<file path="src/sds_pkg.sv">
`default_nettype none
package sds_pkg;
  localparam int unsigned DummyBytes = 25;
  localparam int unsigned BusyWait = 1000;

  typedef enum logic [5:0] {
    PH_IDLE = 6'd0, PH_DUMMY = 6'd1, PH_R7 = 6'd2, PH_OCR = 6'd3, PH_TOKEN = 6'd4,
    PH_RDATA = 6'd5, PH_RCRC = 6'd6, PH_WTOKEN = 6'd7, PH_WDATA = 6'd8,
    PH_WCRC = 6'd9, PH_WRESP = 6'd10, PH_BUSY = 6'd11, PH_CMD = 6'd16
  } phase_e;

  typedef enum logic [2:0] {
    C_GO_IDLE = 3'd0, C_IF_COND = 3'd1, C_APP = 3'd2, C_OP_COND = 3'd3,
    C_OCR = 3'd4, C_RD = 3'd5, C_WR = 3'd6
  } cmd_e;

  typedef enum logic [1:0] {
    MODE_INIT = 2'd0, MODE_READ = 2'd1, MODE_WRITE = 2'd2, MODE_XCHG = 2'd3
  } mode_e;

  typedef enum logic [3:0] {
    ST_OK = 4'd0, ST_NOT_READY = 4'd1, ST_IDLE_FAIL = 4'd2, ST_COND_FAIL = 4'd3,
    ST_INIT_REJECT = 4'd4, ST_INIT_TIMEOUT = 4'd5, ST_CMD_REJECT = 4'd6,
    ST_TOKEN_TIMEOUT = 4'd7, ST_DATA_REJECT = 4'd8, ST_BUSY_TIMEOUT = 4'd9
  } status_e;

  typedef struct packed {
    logic [1:0]  mode;
    logic [31:0] sector;
    logic [15:0] block_count;
    logic [7:0]  miso_byte;
    logic [7:0]  write_byte;
  } item_t;

  typedef struct packed {
    logic [7:0] mosi_byte;
    logic       exchange_wanted;
    logic       chip_select_n;
    logic       fast_clock;
    logic [7:0] read_data;
    logic       read_valid;
    logic       sector_end;
    logic       need_payload;
    logic       done_res;
    logic [3:0] status;
    logic       card_ready;
    logic       high_capacity;
  } result_t;

  function automatic logic [7:0] cmd_code(input logic [2:0] id);
    case (id)
      C_GO_IDLE: cmd_code = 8'd0;
      C_IF_COND: cmd_code = 8'd8;
      C_APP:     cmd_code = 8'd55;
      C_OP_COND: cmd_code = 8'd41;
      C_OCR:     cmd_code = 8'd58;
      C_RD:      cmd_code = 8'd17;
      C_WR:      cmd_code = 8'd24;
      default:   cmd_code = 8'd0;
    endcase
  endfunction

  function automatic logic [7:0] cmd_crc(input logic [2:0] id);
    case (id)
      C_GO_IDLE: cmd_crc = 8'h95;
      C_IF_COND: cmd_crc = 8'h87;
      default:   cmd_crc = 8'h01;
    endcase
  endfunction
endpackage
`default_nettype wire

</file>
<file path="src/sds_step.sv">
`default_nettype none
// Next-state and result logic for one beat.
module sds_step #(
  parameter int unsigned ReadyWait    = 500,
  parameter int unsigned ResponseWait = 50,
  parameter int unsigned TokenTimeout = 8000,
  parameter int unsigned InitRetries  = 1000,
  parameter int unsigned IdleTries    = 10
) (
  input  wire sds_pkg::item_t   item_i,
  input  wire logic [5:0]       phase_i,
  input  wire logic [12:0]      wait_i,
  input  wire logic [9:0]       retry_i,
  input  wire logic [9:0]       idx_i,
  input  wire logic [31:0]      shift_i,
  input  wire logic [31:0]      sector_i,
  input  wire logic [15:0]      left_i,
  input  wire logic             v2_i,
  input  wire logic             ready_i,
  input  wire logic             blk_i,
  output logic [5:0]            phase_o,
  output logic [12:0]           wait_o,
  output logic [9:0]            retry_o,
  output logic [9:0]            idx_o,
  output logic [31:0]           shift_o,
  output logic [31:0]           sector_o,
  output logic [15:0]           left_o,
  output logic                  v2_o,
  output logic                  ready_o,
  output logic                  blk_o,
  output sds_pkg::result_t      res_o
);
  localparam logic [12:0] ReadyW = 13'(ReadyWait);
  localparam logic [12:0] RespW  = 13'(ResponseWait);
  localparam logic [12:0] TokW   = 13'(TokenTimeout);
  localparam logic [9:0]  InitR  = 10'(InitRetries);
  localparam logic [9:0]  IdleT  = 10'(IdleTries);
  localparam logic [9:0]  SecLast = 10'd511;
  localparam logic [9:0]  BusyW  = 10'(sds_pkg::BusyWait);
  localparam logic [9:0]  DummyN = 10'(sds_pkg::DummyBytes);

  logic [2:0]  id, rid;
  logic [1:0]  sub;
  logic [5:0]  rel;
  logic [31:0] arg, rarg;
  logic [7:0]  resp, fb;
  logic [12:0] w1;
  logic [9:0]  i1, r1;
  logic [15:0] l1;
  logic        resp_go;

  // Argument for the command being sent.
  always_comb begin
    rid = id;
    case (rid)
      sds_pkg::C_IF_COND: rarg = 32'h1AA;
      sds_pkg::C_OP_COND: rarg = v2_i ? 32'h4000_0000 : 32'd0;
      sds_pkg::C_RD, sds_pkg::C_WR: rarg = blk_i ? sector_i : {sector_i[22:0], 9'd0};
      default: rarg = 32'd0;
    endcase
    arg = rarg;
  end

  always_comb begin
    rel = phase_i - 6'(sds_pkg::PH_CMD);
    id  = rel[4:2];
    sub = rel[1:0];
    w1  = wait_i + 13'd1;
    i1  = idx_i + 10'd1;
    r1  = retry_i - 10'd1;
    l1  = left_i - 16'd1;
    resp_go = 1'b0;
    resp = item_i.miso_byte;
    case (i1[2:0])
      3'd1: fb = arg[31:24];
      3'd2: fb = arg[23:16];
      3'd3: fb = arg[15:8];
      3'd4: fb = arg[7:0];
      default: fb = sds_pkg::cmd_crc(id);
    endcase

    phase_o = phase_i; wait_o = wait_i; retry_o = retry_i; idx_o = idx_i;
    shift_o = shift_i; sector_o = sector_i; left_o = left_i;
    v2_o = v2_i; ready_o = ready_i; blk_o = blk_i;
    res_o = '0;
    res_o.mosi_byte = 8'hFF;
    res_o.chip_select_n = 1'b1;

    case (item_i.mode)
      sds_pkg::MODE_INIT: begin
        ready_o = 1'b0; blk_o = 1'b0; v2_o = 1'b0;
        phase_o = 6'(sds_pkg::PH_DUMMY); idx_o = '0;
        res_o.exchange_wanted = 1'b1;
      end
      sds_pkg::MODE_READ, sds_pkg::MODE_WRITE: begin
        phase_o = 6'(sds_pkg::PH_IDLE);
        if (!ready_i) begin
          res_o.done_res = 1'b1; res_o.status = sds_pkg::ST_NOT_READY;
        end else begin
          sector_o = item_i.sector; left_o = item_i.block_count;
          if (item_i.block_count == 16'd0) begin
            res_o.done_res = 1'b1;
          end else begin
            phase_o = 6'(sds_pkg::PH_CMD) + ((item_i.mode == sds_pkg::MODE_READ) ?
                      6'd20 : 6'd24);
            wait_o = '0; idx_o = '0;
            res_o.exchange_wanted = 1'b1; res_o.chip_select_n = 1'b0;
          end
        end
      end
      default: begin
        res_o.chip_select_n = 1'b0;
        res_o.exchange_wanted = 1'b1;
        case (phase_i)
          sds_pkg::PH_IDLE: begin
            res_o.exchange_wanted = 1'b0; res_o.chip_select_n = 1'b1;
          end
          sds_pkg::PH_DUMMY: begin
            idx_o = i1;
            if (i1 < DummyN) res_o.chip_select_n = 1'b1;
            else begin
              retry_o = '0; phase_o = 6'(sds_pkg::PH_CMD); wait_o = '0; idx_o = '0;
            end
          end
          sds_pkg::PH_R7, sds_pkg::PH_OCR: begin
            shift_o = {shift_i[23:0], item_i.miso_byte};
            idx_o = i1;
            if (i1 >= 10'd4) begin
              if (phase_i == 6'(sds_pkg::PH_R7)) begin
                if (shift_o[7:0] != 8'hAA) begin
                  phase_o = 6'(sds_pkg::PH_IDLE); res_o.done_res = 1'b1;
                  res_o.status = sds_pkg::ST_COND_FAIL;
                end else begin
                  v2_o = 1'b1; retry_o = InitR;
                  phase_o = 6'(sds_pkg::PH_CMD) + 6'd8; wait_o = '0; idx_o = '0;
                end
              end else begin
                blk_o = shift_o[30]; ready_o = 1'b1;
                phase_o = 6'(sds_pkg::PH_IDLE); res_o.done_res = 1'b1;
              end
            end
          end
          sds_pkg::PH_TOKEN: begin
            if (item_i.miso_byte == 8'hFE) begin
              phase_o = 6'(sds_pkg::PH_RDATA); idx_o = '0;
            end else begin
              wait_o = wait_i - 13'd1;
              if (wait_o == '0) begin
                phase_o = 6'(sds_pkg::PH_IDLE); res_o.done_res = 1'b1;
                res_o.status = sds_pkg::ST_TOKEN_TIMEOUT;
              end
            end
          end
          sds_pkg::PH_RDATA: begin
            res_o.read_data = item_i.miso_byte; res_o.read_valid = 1'b1;
            res_o.sector_end = (idx_i == SecLast);
            idx_o = i1;
            if (idx_i == SecLast) begin
              phase_o = 6'(sds_pkg::PH_RCRC); idx_o = '0;
            end
          end
          sds_pkg::PH_RCRC: begin
            idx_o = i1;
            if (i1 >= 10'd2) begin
              sector_o = sector_i + 32'd1; left_o = l1;
              if (l1 == '0) begin
                phase_o = 6'(sds_pkg::PH_IDLE); res_o.done_res = 1'b1;
              end else begin
                phase_o = 6'(sds_pkg::PH_CMD) + 6'd20; wait_o = '0; idx_o = '0;
              end
            end
          end
          sds_pkg::PH_WTOKEN: begin
            phase_o = 6'(sds_pkg::PH_WDATA); idx_o = '0;
            res_o.mosi_byte = item_i.write_byte; res_o.need_payload = 1'b1;
          end
          sds_pkg::PH_WDATA: begin
            idx_o = i1;
            if (idx_i != SecLast) begin
              res_o.mosi_byte = item_i.write_byte;
              res_o.need_payload = (i1 != SecLast);
            end else begin
              phase_o = 6'(sds_pkg::PH_WCRC); idx_o = '0;
            end
          end
          sds_pkg::PH_WCRC: begin
            idx_o = i1;
            if (i1 >= 10'd2) phase_o = 6'(sds_pkg::PH_WRESP);
          end
          sds_pkg::PH_WRESP: begin
            if (item_i.miso_byte[4:0] != 5'h05) begin
              phase_o = 6'(sds_pkg::PH_IDLE); res_o.done_res = 1'b1;
              res_o.status = sds_pkg::ST_DATA_REJECT;
            end else begin
              phase_o = 6'(sds_pkg::PH_BUSY); retry_o = BusyW;
            end
          end
          sds_pkg::PH_BUSY: begin
            if (item_i.miso_byte != 8'h00) begin
              sector_o = sector_i + 32'd1; left_o = l1;
              if (l1 == '0) begin
                phase_o = 6'(sds_pkg::PH_IDLE); res_o.done_res = 1'b1;
              end else begin
                phase_o = 6'(sds_pkg::PH_CMD) + 6'd24; wait_o = '0; idx_o = '0;
              end
            end else begin
              retry_o = r1;
              if (r1 == '0) begin
                phase_o = 6'(sds_pkg::PH_IDLE); res_o.done_res = 1'b1;
                res_o.status = sds_pkg::ST_BUSY_TIMEOUT;
              end
            end
          end
          default: begin
            if (phase_i >= 6'd16 && phase_i < 6'd44 && sub != 2'd3) begin
              if (sub == 2'd0) begin
                wait_o = w1;
                if (item_i.miso_byte == 8'hFF || w1 >= ReadyW) begin
                  phase_o = phase_i + 6'd1; idx_o = '0;
                  res_o.mosi_byte = 8'h40 | sds_pkg::cmd_code(id);
                end
              end else if (sub == 2'd1) begin
                idx_o = i1;
                if (i1 < 10'd6) res_o.mosi_byte = fb;
                else begin
                  phase_o = phase_i + 6'd1; wait_o = '0;
                end
              end else begin
                if (!item_i.miso_byte[7]) resp_go = 1'b1;
                else begin
                  wait_o = w1;
                  if (w1 >= RespW) begin
                    resp_go = 1'b1; resp = 8'hFF;
                  end
                end
              end
            end else begin
              phase_o = 6'(sds_pkg::PH_IDLE);
              res_o.exchange_wanted = 1'b0; res_o.chip_select_n = 1'b1;
            end
          end
        endcase

        if (resp_go) begin
          // Command response handling; default handles read and write, rejecting a nonzero response.
          case (id)
            sds_pkg::C_GO_IDLE: begin
              if (resp == 8'h01) begin
                phase_o = 6'(sds_pkg::PH_CMD) + 6'd4; wait_o = '0; idx_o = '0;
              end else begin
                retry_o = retry_i + 10'd1;
                if (retry_o >= IdleT) begin
                  phase_o = 6'(sds_pkg::PH_IDLE); res_o.done_res = 1'b1;
                  res_o.status = sds_pkg::ST_IDLE_FAIL;
                end else begin
                  phase_o = 6'(sds_pkg::PH_CMD); wait_o = '0; idx_o = '0;
                end
              end
            end
            sds_pkg::C_IF_COND: begin
              if (resp == 8'h01) begin
                phase_o = 6'(sds_pkg::PH_R7); idx_o = '0; shift_o = '0;
              end else if (resp == 8'h05) begin
                v2_o = 1'b0; retry_o = InitR;
                phase_o = 6'(sds_pkg::PH_CMD) + 6'd8; wait_o = '0; idx_o = '0;
              end else begin
                phase_o = 6'(sds_pkg::PH_IDLE); res_o.done_res = 1'b1;
                res_o.status = sds_pkg::ST_COND_FAIL;
              end
            end
            sds_pkg::C_APP, sds_pkg::C_OP_COND: begin
              if (id == 3'(sds_pkg::C_OP_COND) && resp == 8'h00) begin
                if (v2_i) begin
                  phase_o = 6'(sds_pkg::PH_CMD) + 6'd16; wait_o = '0; idx_o = '0;
                end else begin
                  blk_o = 1'b0; ready_o = 1'b1;
                  phase_o = 6'(sds_pkg::PH_IDLE); res_o.done_res = 1'b1;
                end
              end else if (id == 3'(sds_pkg::C_OP_COND) && resp != 8'h01) begin
                phase_o = 6'(sds_pkg::PH_IDLE); res_o.done_res = 1'b1;
                res_o.status = sds_pkg::ST_INIT_REJECT;
              end else if (id == 3'(sds_pkg::C_APP) && resp <= 8'h01) begin
                phase_o = 6'(sds_pkg::PH_CMD) + 6'd12; wait_o = '0; idx_o = '0;
              end else begin
                retry_o = r1;
                if (r1 == '0) begin
                  phase_o = 6'(sds_pkg::PH_IDLE); res_o.done_res = 1'b1;
                  res_o.status = sds_pkg::ST_INIT_TIMEOUT;
                end else begin
                  phase_o = 6'(sds_pkg::PH_CMD) + 6'd8; wait_o = '0; idx_o = '0;
                end
              end
            end
            sds_pkg::C_OCR: begin
              if (resp == 8'h00) begin
                phase_o = 6'(sds_pkg::PH_OCR); idx_o = '0; shift_o = '0;
              end else begin
                blk_o = 1'b0; ready_o = 1'b1;
                phase_o = 6'(sds_pkg::PH_IDLE); res_o.done_res = 1'b1;
              end
            end
            default: begin
              if (resp != 8'h00) begin
                phase_o = 6'(sds_pkg::PH_IDLE); res_o.done_res = 1'b1;
                res_o.status = sds_pkg::ST_CMD_REJECT;
              end else if (id == 3'(sds_pkg::C_RD)) begin
                phase_o = 6'(sds_pkg::PH_TOKEN); wait_o = TokW;
              end else begin
                phase_o = 6'(sds_pkg::PH_WTOKEN);
                res_o.mosi_byte = 8'hFE; res_o.need_payload = 1'b1;
              end
            end
          endcase
        end
        if (res_o.done_res) begin
          res_o.exchange_wanted = 1'b0; res_o.chip_select_n = 1'b1;
          res_o.mosi_byte = 8'hFF;
        end
      end
    endcase
    res_o.card_ready = ready_o;
    res_o.fast_clock = ready_o;
    res_o.high_capacity = blk_o;
  end
endmodule
`default_nettype wire

</file>
<file path="src/sd_card_spi_host_sequencer_top.sv">
// Results are registered in the output register, or in the skid stage on a stall.
// Throughput: one input beat per cycle while the skid stage is empty; the output
// register and skid stage let a beat enter while an earlier one waits downstream.
// Reset (rst_ni low, asynchronous) puts the sequencer idle, clears all counters,
// capacity and ready flags, and empties the output stages.
`default_nettype none
module sd_card_spi_host_sequencer_top #(
  parameter int unsigned READY_WAIT    = 500,
  parameter int unsigned RESPONSE_WAIT = 50,
  parameter int unsigned TOKEN_TIMEOUT = 8000,
  parameter int unsigned INIT_RETRIES  = 1000,
  parameter int unsigned IDLE_TRIES    = 10
) (
  input  wire logic        clk_i,
  input  wire logic        rst_ni,
  input  wire logic        s_axis_tvalid_i,
  output logic             s_axis_tready_o,
  // tdata: sector[31:0], block_count[47:32], miso_byte[55:48], write_byte[63:56].
  input  wire logic [63:0] s_axis_tdata_i,
  // tuser: mode[1:0].
  input  wire logic [1:0]  s_axis_tuser_i,
  output logic             m_axis_tvalid_o,
  input  wire logic        m_axis_tready_i,
  // tdata: mosi_byte[7:0], exchange_wanted[8], chip_select_n[9], fast_clock[10],
  // read_data[18:11], need_payload[19], done_res[20], status[24:21],
  // card_ready[25], high_capacity[26], zeros above.
  output logic [31:0]      m_axis_tdata_o,
  // tlast: sector_end, set on the last payload beat of a read sector.
  output logic             m_axis_tlast_o,
  // tuser: read_valid.
  output logic             m_axis_tuser_o
);
  // The sequencer state advances as a beat is accepted; the combinational step
  // sits between the state registers and the result register.
  sds_pkg::item_t   item;
  sds_pkg::result_t res_d, res_q, skid_q;
  logic             out_v_q, skid_v_q, acc;

  logic [5:0]  phase_q, phase_d;
  logic [12:0] wait_q, wait_d;
  logic [9:0]  retry_q, retry_d, idx_q, idx_d;
  logic [31:0] shift_q, shift_d, sector_q, sector_d;
  logic [15:0] left_q, left_d;
  logic        v2_q, v2_d, ready_q, ready_d, blk_q, blk_d;

  assign item.mode        = s_axis_tuser_i;
  assign item.sector      = s_axis_tdata_i[31:0];
  assign item.block_count = s_axis_tdata_i[47:32];
  assign item.miso_byte   = s_axis_tdata_i[55:48];
  assign item.write_byte  = s_axis_tdata_i[63:56];

  // Ready while the skid stage is empty.
  assign s_axis_tready_o = !skid_v_q;
  assign acc = s_axis_tvalid_i && s_axis_tready_o;

  sds_step #(
    .ReadyWait(READY_WAIT), .ResponseWait(RESPONSE_WAIT), .TokenTimeout(TOKEN_TIMEOUT),
    .InitRetries(INIT_RETRIES), .IdleTries(IDLE_TRIES)
  ) u_step (
    .item_i(item), .phase_i(phase_q), .wait_i(wait_q), .retry_i(retry_q),
    .idx_i(idx_q), .shift_i(shift_q), .sector_i(sector_q), .left_i(left_q),
    .v2_i(v2_q), .ready_i(ready_q), .blk_i(blk_q),
    .phase_o(phase_d), .wait_o(wait_d), .retry_o(retry_d), .idx_o(idx_d),
    .shift_o(shift_d), .sector_o(sector_d), .left_o(left_d),
    .v2_o(v2_d), .ready_o(ready_d), .blk_o(blk_d), .res_o(res_d)
  );

  always_ff @(posedge clk_i or negedge rst_ni) begin
    if (!rst_ni) begin
      phase_q <= 6'(sds_pkg::PH_IDLE);
      wait_q <= '0; retry_q <= '0; idx_q <= '0; shift_q <= '0;
      sector_q <= '0; left_q <= '0; v2_q <= 1'b0; ready_q <= 1'b0; blk_q <= 1'b0;
    end else if (acc) begin
      phase_q <= phase_d; wait_q <= wait_d; retry_q <= retry_d; idx_q <= idx_d;
      shift_q <= shift_d; sector_q <= sector_d; left_q <= left_d;
      v2_q <= v2_d; ready_q <= ready_d; blk_q <= blk_d;
    end
  end

  // Output register with a skid stage behind it.
  always_ff @(posedge clk_i or negedge rst_ni) begin
    if (!rst_ni) begin
      out_v_q <= 1'b0;
      skid_v_q <= 1'b0;
    end else begin
      if (!out_v_q || m_axis_tready_i) begin
        out_v_q <= skid_v_q || acc;
        skid_v_q <= 1'b0;
      end else if (acc) begin
        skid_v_q <= 1'b1;
      end
    end
  end

  always_ff @(posedge clk_i) begin
    if (!out_v_q || m_axis_tready_i) begin
      res_q <= skid_v_q ? skid_q : res_d;
    end else if (acc) begin
      skid_q <= res_d;
    end
  end

  assign m_axis_tvalid_o = out_v_q;
  assign m_axis_tdata_o = {5'd0, res_q.high_capacity, res_q.card_ready, res_q.status,
                           res_q.done_res, res_q.need_payload, res_q.read_data,
                           res_q.fast_clock, res_q.chip_select_n, res_q.exchange_wanted,
                           res_q.mosi_byte};
  assign m_axis_tlast_o = res_q.sector_end;
  assign m_axis_tuser_o = res_q.read_valid;
endmodule
`default_nettype wire

</file>
<file path="config.mk">
export PLATFORM = sky130hd
export DESIGN_NAME = sd_card_spi_host_sequencer_top
export DESIGN_NICKNAME = d
export VERILOG_FILES = /design/src/sds_pkg.sv /design/src/sds_step.sv /design/src/sd_card_spi_host_sequencer_top.sv
export SDC_FILE = /design/constraint.sdc
export NUM_CORES = 1
export LEC_CHECK = 0
export BUFFER_PORTS_ARGS = -buffer_cell sky130_fd_sc_hd__buf_2
export CORE_ASPECT_RATIO = 1.25
export CORE_MARGIN = 2
export CORE_UTILIZATION = 40
export DETAILED_ROUTE_END_ITERATION = 6
export GPL_TIMING_DRIVEN = 0
export PLACE_DENSITY = 0.61
export SYNTH_ARGS = -nofsm -noshare
export SYNTH_HDL_FRONTEND = slang
export SYNTH_SLANG_ARGS = --single-unit
</file>
<file path="constraint.sdc">
create_clock -name clk_i -period 4 [get_ports clk_i]
set_input_delay 0.4 -clock clk_i [delete_from_list [all_inputs] [get_ports clk_i]]
set_output_delay 0.4 -clock clk_i [all_outputs]
set_load 0.005 [all_outputs]
</file>
# Word-level counts from Yosys, hierarchy flattened
# Cells that the tools add are included.
# word_totals
in_bits,70
wordCells,399
output_inout_bits,36
register_bits,181
# classes
magnitude_cmp,10
bitwise,4
n_mux,246
addsub,10
eq_ne,51
n_reduce_logical,43
# ops
cell,count
$mux 10,43
$mux 13,27
$mux 32,8
$pmux 32 s2,3
$mux 6,27
$mux 8,17
$mux 5,24
$pmux 10 s10,1
$pmux 32 s3,1
$pmux 10 s4,2
$pmux 13 s6,1
$pmux 6 s11,1
$pmux 16 s2,2
$pmux 13 s4,1
$mux 16,3
$ne 16x16->1 const B,3
$mux 1,46
$pmux 6 s6,1
$add 32x1->32 const B,1
$logic_not 16->1,2
$pmux 4 s4,2
$pmux 8 s4,1
$mux 31,1
$pmux 10 s3,1
other kinds (83),145

# Logic depth before layout (Yosys ltp)
# depth
ltp_word,20
ltp_mapped,12
depth_no_buf,10

# By module
# From an unflattened synthesis, not the netlist that was laid out.
# hier_totals
hier_cells,1694
area_unflattened_um2,14846.7
# modules_own_cells
mod,cells_each,area_each_um2,seq_area_each_um2,n_inst
sds_step,1331,8095.3,0.0,1
sd_card_spi_host_sequencer_top,363,6751.5,4844.6,1

# Worst setup path after synthesis
# OpenSTA, ideal clock, no wires.
# synth_timing
path_type,reg-to-reg
start,register idx_q[0]
end,register res_q (netlist bit m_axis_tdata_o[26]) (data pin)
path_slack_ns,0.870
stages_incl_launch_ff,12
synth_period_minus_slack_ns,3.130
setup_time_ns,0.260
n_path_buf,2
arrival_ns,2.870
cell_sequence,dfrtp_1 -> ha_1 -> buf_2 -> nand4_1 -> or3_1 -> and4_1 -> clkbuf_1 -> a2111oi_2 -> mux2i_1 -> a211oi_1 -> a31o_2 -> mux2_2
# synth_between
elab_chain_len,10
# synth_lines
element,line_no,source
"start, declared",sd_card_spi_host_sequencer_top.sv:41,"logic [9:0] retry_q, retry_d, idx_q, idx_d;"
"start signal, assigned",sd_card_spi_host_sequencer_top.sv:74,phase_q <= phase_d; wait_q <= wait_d; retry_q <= retry_d; idx_q <= idx_d;
$add 10x1->10 *,sds_step.sv:69,i1 = idx_i + 10'd1;
$ge 10x3->1 *,sds_step.sv:128,if (i1 >= 10'd4) begin
$mux 1 *,sds_step.sv:128,
$mux 1 *,sds_step.sv:114,case (phase_i)
$mux 1,sds_step.sv:273,if (v2_i) begin
$mux 1,sds_step.sv:272,if (id == 3'(sds_pkg::C_OP_COND) && resp == 8'h00) begin
$pmux 1 s2,sds_step.sv:246,case (id)
$mux 1 *,sds_step.sv:244,if (resp_go) begin
$pmux 1 s2 *,sds_step.sv:89,case (item_i.mode)
named net blk_d,sd_card_spi_host_sequencer_top.sv:44,"logic v2_q, v2_d, ready_q, ready_d, blk_q, blk_d;"
$mux 29 *,sd_card_spi_host_sequencer_top.sv:97,res_q <= skid_v_q ? skid_q : res_d;
"end signal, assigned",sd_card_spi_host_sequencer_top.sv:97,
"end, declared",sd_card_spi_host_sequencer_top.sv:36,"sds_pkg::result_t res_d, res_q, skid_q;"
# The timed path passes the listed nets; every way through them passes the cells marked *.
# A chain may end at the register's enable or synchronous reset.

# Worst setup path in the final report
# layout_timing
start,register left_q[2]
end,register wait_q[7]
# layout_between
elab_chain_len,12
# layout_lines
element,line_no,source
"start, declared",sd_card_spi_host_sequencer_top.sv:43,"logic [15:0] left_q, left_d;"
"start signal, assigned",sd_card_spi_host_sequencer_top.sv:75,shift_q <= shift_d; sector_q <= sector_d; left_q <= left_d;
$sub 16x1->16 *,sds_step.sv:71,l1 = left_i - 16'd1;
$logic_not 16->1 *,"sds_step.sv:166, sds_step.sv:201",
$mux 13 *,"sds_step.sv:166, sds_step.sv:201",
$mux 13 (on tied branches),"sds_step.sv:199, sds_step.sv:164",
$pmux 13 s6 *,sds_step.sv:114,
$mux 13,sds_step.sv:286,if (r1 == '0) begin
$mux 13,sds_step.sv:282,end else if (id == 3'(sds_pkg::C_APP) && resp <= 8'h01) begin
$mux 13,sds_step.sv:279,end else if (id == 3'(sds_pkg::C_OP_COND) && resp != 8'h01) begin
$mux 13,sds_step.sv:272,
$pmux 13 s4,sds_step.sv:246,
$mux 13 *,sds_step.sv:244,
$pmux 13 s2 *,sds_step.sv:89,
"end signal, assigned",sd_card_spi_host_sequencer_top.sv:74,
"end, declared",sd_card_spi_host_sequencer_top.sv:40,"logic [12:0] wait_q, wait_d;"
# Mark *: on every way between the ends. The rest lies on a longest branch, timed or not.

==> metrics.csv <==
stage,metric,value,unit
outcome,status,"finished, violations left",
outcome,violations,"capacitance limit, setup timing",
route,drt_iter0_drc,1272,
worst_hold_path,holdCritPathClass,in2reg,
logic_synthesis,synthArstFlopShare,0.6291,
route,top_layer,met5,
route,drc,0,
die,ios,106,
die,dieArea,0.03251,mm²
timing,drv_slew,0,
cts,cts_buffer_depth,2,
logic_synthesis,syn_avg_cell_area,8.067,µm²
timing,final-hold-violation-count,0,
worst_hold_path,hp-start,s_axis_tvalid_i,
logic_synthesis,synthFlopType,dfrtp_1,
layout,syn_to_final_growth,14.47,%
critical_path,end_kind,flip-flop,
route,detail_route.wl_per_cell,24.05,µm
flow_run,max-cap-violations,1,
grt,grt_pass1_vias,12910,
route,via_per_inst,6.399,
place,hpwl,38130,µm
grt,grt_pass1_wl,77420,µm
logic_synthesis,synthTopCellsByArea,"dfrtp_1 (19%), edfxtp_1 (14%), o21ai_0 (5.0%)",
timing,fmaxAchievable,248.8,MHz
die,die_height,201.1,µm
critical_path,timing.rr.end,wait_q[7]$_DFFE_PN0P_,
critical_path,crit_slowest_cell,nor4_1,
logic_synthesis,synth_top_area_frac,0.1912,
place,dpl.cell_count,2053,
critical_path,r2r-start,left_q[2]$_DFFE_PN0P_,
logic_synthesis,synth_most_common_cell,nand2_1,
critical_path,critPathKind,reg2reg,
grt,grt-ovfl-total,0,
timing,setup_violations,4,
route,dr_total_vias,13370,
route,ant_nets,0,
grt,antenna_found_initial,3,
critical_path,worst_setup_path_start_kind,flip-flop,
critical_path,critPathMaxFanout,10,
layout,nets,1758,
cts,cts_tree,yes,
route,wl_met2,23630,µm
timing,timing.final.ws_setup,-0.01861,ns
grt,grt_usage,0.3067,
logic_synthesis,synth_top_cell_by_area,dfrtp_1,
cts,cts-buffers-inserted,17,
logic_synthesis,synth_edf_count,56,
route,drt_pass1_iterations,6,
die,initial_core_util,0.4035,
layout,fill_cells,3181,
layout,fin_cells,2089,
route,wl,50250,µm
critical_path,critPathMaxStageDelay,1.22,ns
die,coreArea,0.03081,mm²
layout,drive_gt1_frac,0.1464,
critical_path,cp.required,4.38,ns
die,fp.dieW,161.7,µm
timing,min_period_over_period,1.005,
critical_path,ff2ff_setup_slack,-0.02,ns
cts,clk_pin_slew_worst_paths,0.07,ns
timing,fin_skew,0.01210,ns
cts,clkLatencyLatePin,0.45,ns
logic_synthesis,synth_area,0.01243,mm²
worst_hold_path,worst_hold_path.endpoint,m_axis_tvalid_o$_DFFE_PN0N_,
critical_path,crit_chain,"nor3_1, a31oi_1, or2_2, nor4_1, o21ai_0, and4_4, o21ai_4, a22o_1",
timing,final.setup.tns,-0.05406,ns
worst_hold_path,min_path_cells,3,
logic_synthesis,synth_common_cells,"nand2_1 (144), o21ai_0 (123), nor2_1 (119), a21oi_1 (108), clkbuf_1 (98)",
place,gp_congestion,0.9843,
pwr,peakVddDrop,281.8,µV
logic_synthesis,synthDistinctLibCells,100,
logic_synthesis,yosys_warnings,0,
cts,root_buffer,clkbuf_16,
critical_path,cp_data_arrival_time,4.40,ns
place,port_buffers,98,
timing,slew_headroom,0.01209,
die,row_count,72,
pwr,p_leak,5.353,nW
logic_synthesis,ys_seq_area_frac,0.3265,
timing,fin_crit,4.019,ns
timing,rsz0062_at_grt,true,
logic_synthesis,ys_seq_elements,151,
route,wl_met1,20780,µm
logic_synthesis,postSynthCellCount,1541,
grt,grt_max_degree,77,
critical_path,worstRegToRegCells,8,
timing,tightestPinTransition,1.468,ns
pwr,p_per_area,535.8,mW/mm²
cts,clock-sinks,151,
cts,cts_max_level,4,
route,met3_length,3205,µm
-- state kept, by name, indices dropped and copies added, names as in the netlist --
name / cells
blk_q: 1
idx_q: 10
left_q: 16
m_axis_tdata_o: 26
m_axis_tlast_o: 1
m_axis_tuser_o: 1
m_axis_tvalid_o: 1
phase_q: 6
ready_q: 1
retry_q: 10
sector_q: 32
shift_q: 3
skid_q: 28
skid_v_q: 1
v2_q: 1
wait_q: 13
-- timing repair --
item                                    in CTS  in global routing
resized for setup                            8                 24
setup buffers                                0                  1
hold endpoints to repair                    19                  0
hold buffers                                 1                  0
endpoints found under the setup margin      24                 49
pin swaps                                    0                  1
-- worst max-delay path: cells and delay by family, from the launching register on --
kind	cells	cell delay, ns
and+or+nand+nor	4	2.42
AOI/OAI and AO/OA	4	1.11
DFF	1	0.43
-- cell families after synthesis --
| kind of cell | Yosys count | share of synthesized area |
|---|---|---|
| flip-flops | 151 | 0.3265 |
| XOR/XNOR | 37 | 0.02607 |
| adder cells (fa/ha/maj) | 21 | 0.02114 |
| buffers and inverters | 170 | 0.05566 |
| multiplexers | 41 | 0.03613 |
| AND/OR/NAND/NOR | 589 | 0.2426 |
| other | 1 | 0.0003016 |
| AO/OA/AOI/OAI | 531 | 0.2917 |
-- layer usage --
metal	vias up	GRT usage
met5	-	0
met4	2	0.1435
met3	150	0.03958
met2	666	0.5087
met1	6427	0.3968
li1	6122	-
-- how the worst max path moves through the flow --
stage	cells after the start	startpoint	endpoint	slack, ns
after floorplan	11	idx_q[0]$_DFFE_PN0P_	m_axis_tdata_o[26]$_DFFE_PN_	0.87
after global placement	10	s_axis_tdata_i[55]	idx_q[4]$_DFFE_PN0P_	-0.88
after detailed placement	12	phase_q[0]$_DFFE_PN0P_	m_axis_tdata_o[6]$_DFFE_PN_	-0.41
after CTS	12	phase_q[0]$_DFFE_PN0P_	m_axis_tdata_o[6]$_DFFE_PN_	0.002
after global routing	10	phase_q[0]$_DFFE_PN0P_	m_axis_tdata_o[5]$_DFFE_PN_	-0.01
final	8	left_q[2]$_DFFE_PN0P_	wait_q[7]$_DFFE_PN0P_	-0.02
-- cell type report --
class,count,area [µm²],share of cell area
inverters,46,172.7,0.01213
plain buffers,124,528.0,0.03710
flip-flops and latches,151,4059,0.2852
well taps,407,509.2,0.03578
clock inverters,14,163.9,0.01152
repair buffers,103,561.8,0.03948
multi-input cells,1224,7802,0.5483
diodes,2,5.005,0.0003517
clock buffers,18,429.2,0.03016
-- stage by stage --
stage | hold WS [ns] | worst slack [ns] | area [µm²] | power, mW | util
2_1_floorplan | 0.1044 | 0.8701 | 12450 | 4.530 | -
3_3_place_gp | 0.4781 | -0.8796 | 13450 | 5.713 | 0.4364
3_5_place_dp | 0.2828 | -0.4067 | 13500 | 5.742 | 0.4383
4_1_cts | 0.1997 | 0.002420 | 14130 | 7.499 | 0.4588
5_1_grt | 0.2286 | -0.01040 | 14230 | 8.040 | 0.4617
6_report | 0.2227 | -0.01861 | 14230 | 7.625 | 0.4619
-- report_power, final --
group,switching (mW),internal [mW],total [mW],leakage [nW]
registers,0.285,1.86,2.15,1.80
logic,2.49,1.27,3.76,3.28
clock network,0.779,0.939,1.72,0.281
-- cell usage in the layout, fill, tap and decap left out, drive strengths merged, types with 10 or more instances in the layout --
master,Yosys,final
ha,21,21
a22oi,25,25
o21a,11,11
nor2b,10,10
mux2i,10,10
edfxtp,56,56
and2,26,26
a21oi,108,108
and4,11,11
o21ai,128,128
xnor2,28,28
or2,13,13
mux2,31,31
clkbuf,100,117
nand2,145,145
or3,16,16
dfrtp,95,95
buf,24,127
a211oi,21,21
nand3,61,61
nand4,19,19
nor2,119,119
a21o,11,11
a22o,20,20
a31oi,25,25
and3,29,29
o31ai,13,13
nor4,29,29
o211ai,16,16
nor3,63,63
o22ai,19,19
o221ai,12,12
inv,43,50
nand2b,13,13
(Power assumes the default switching activity.)
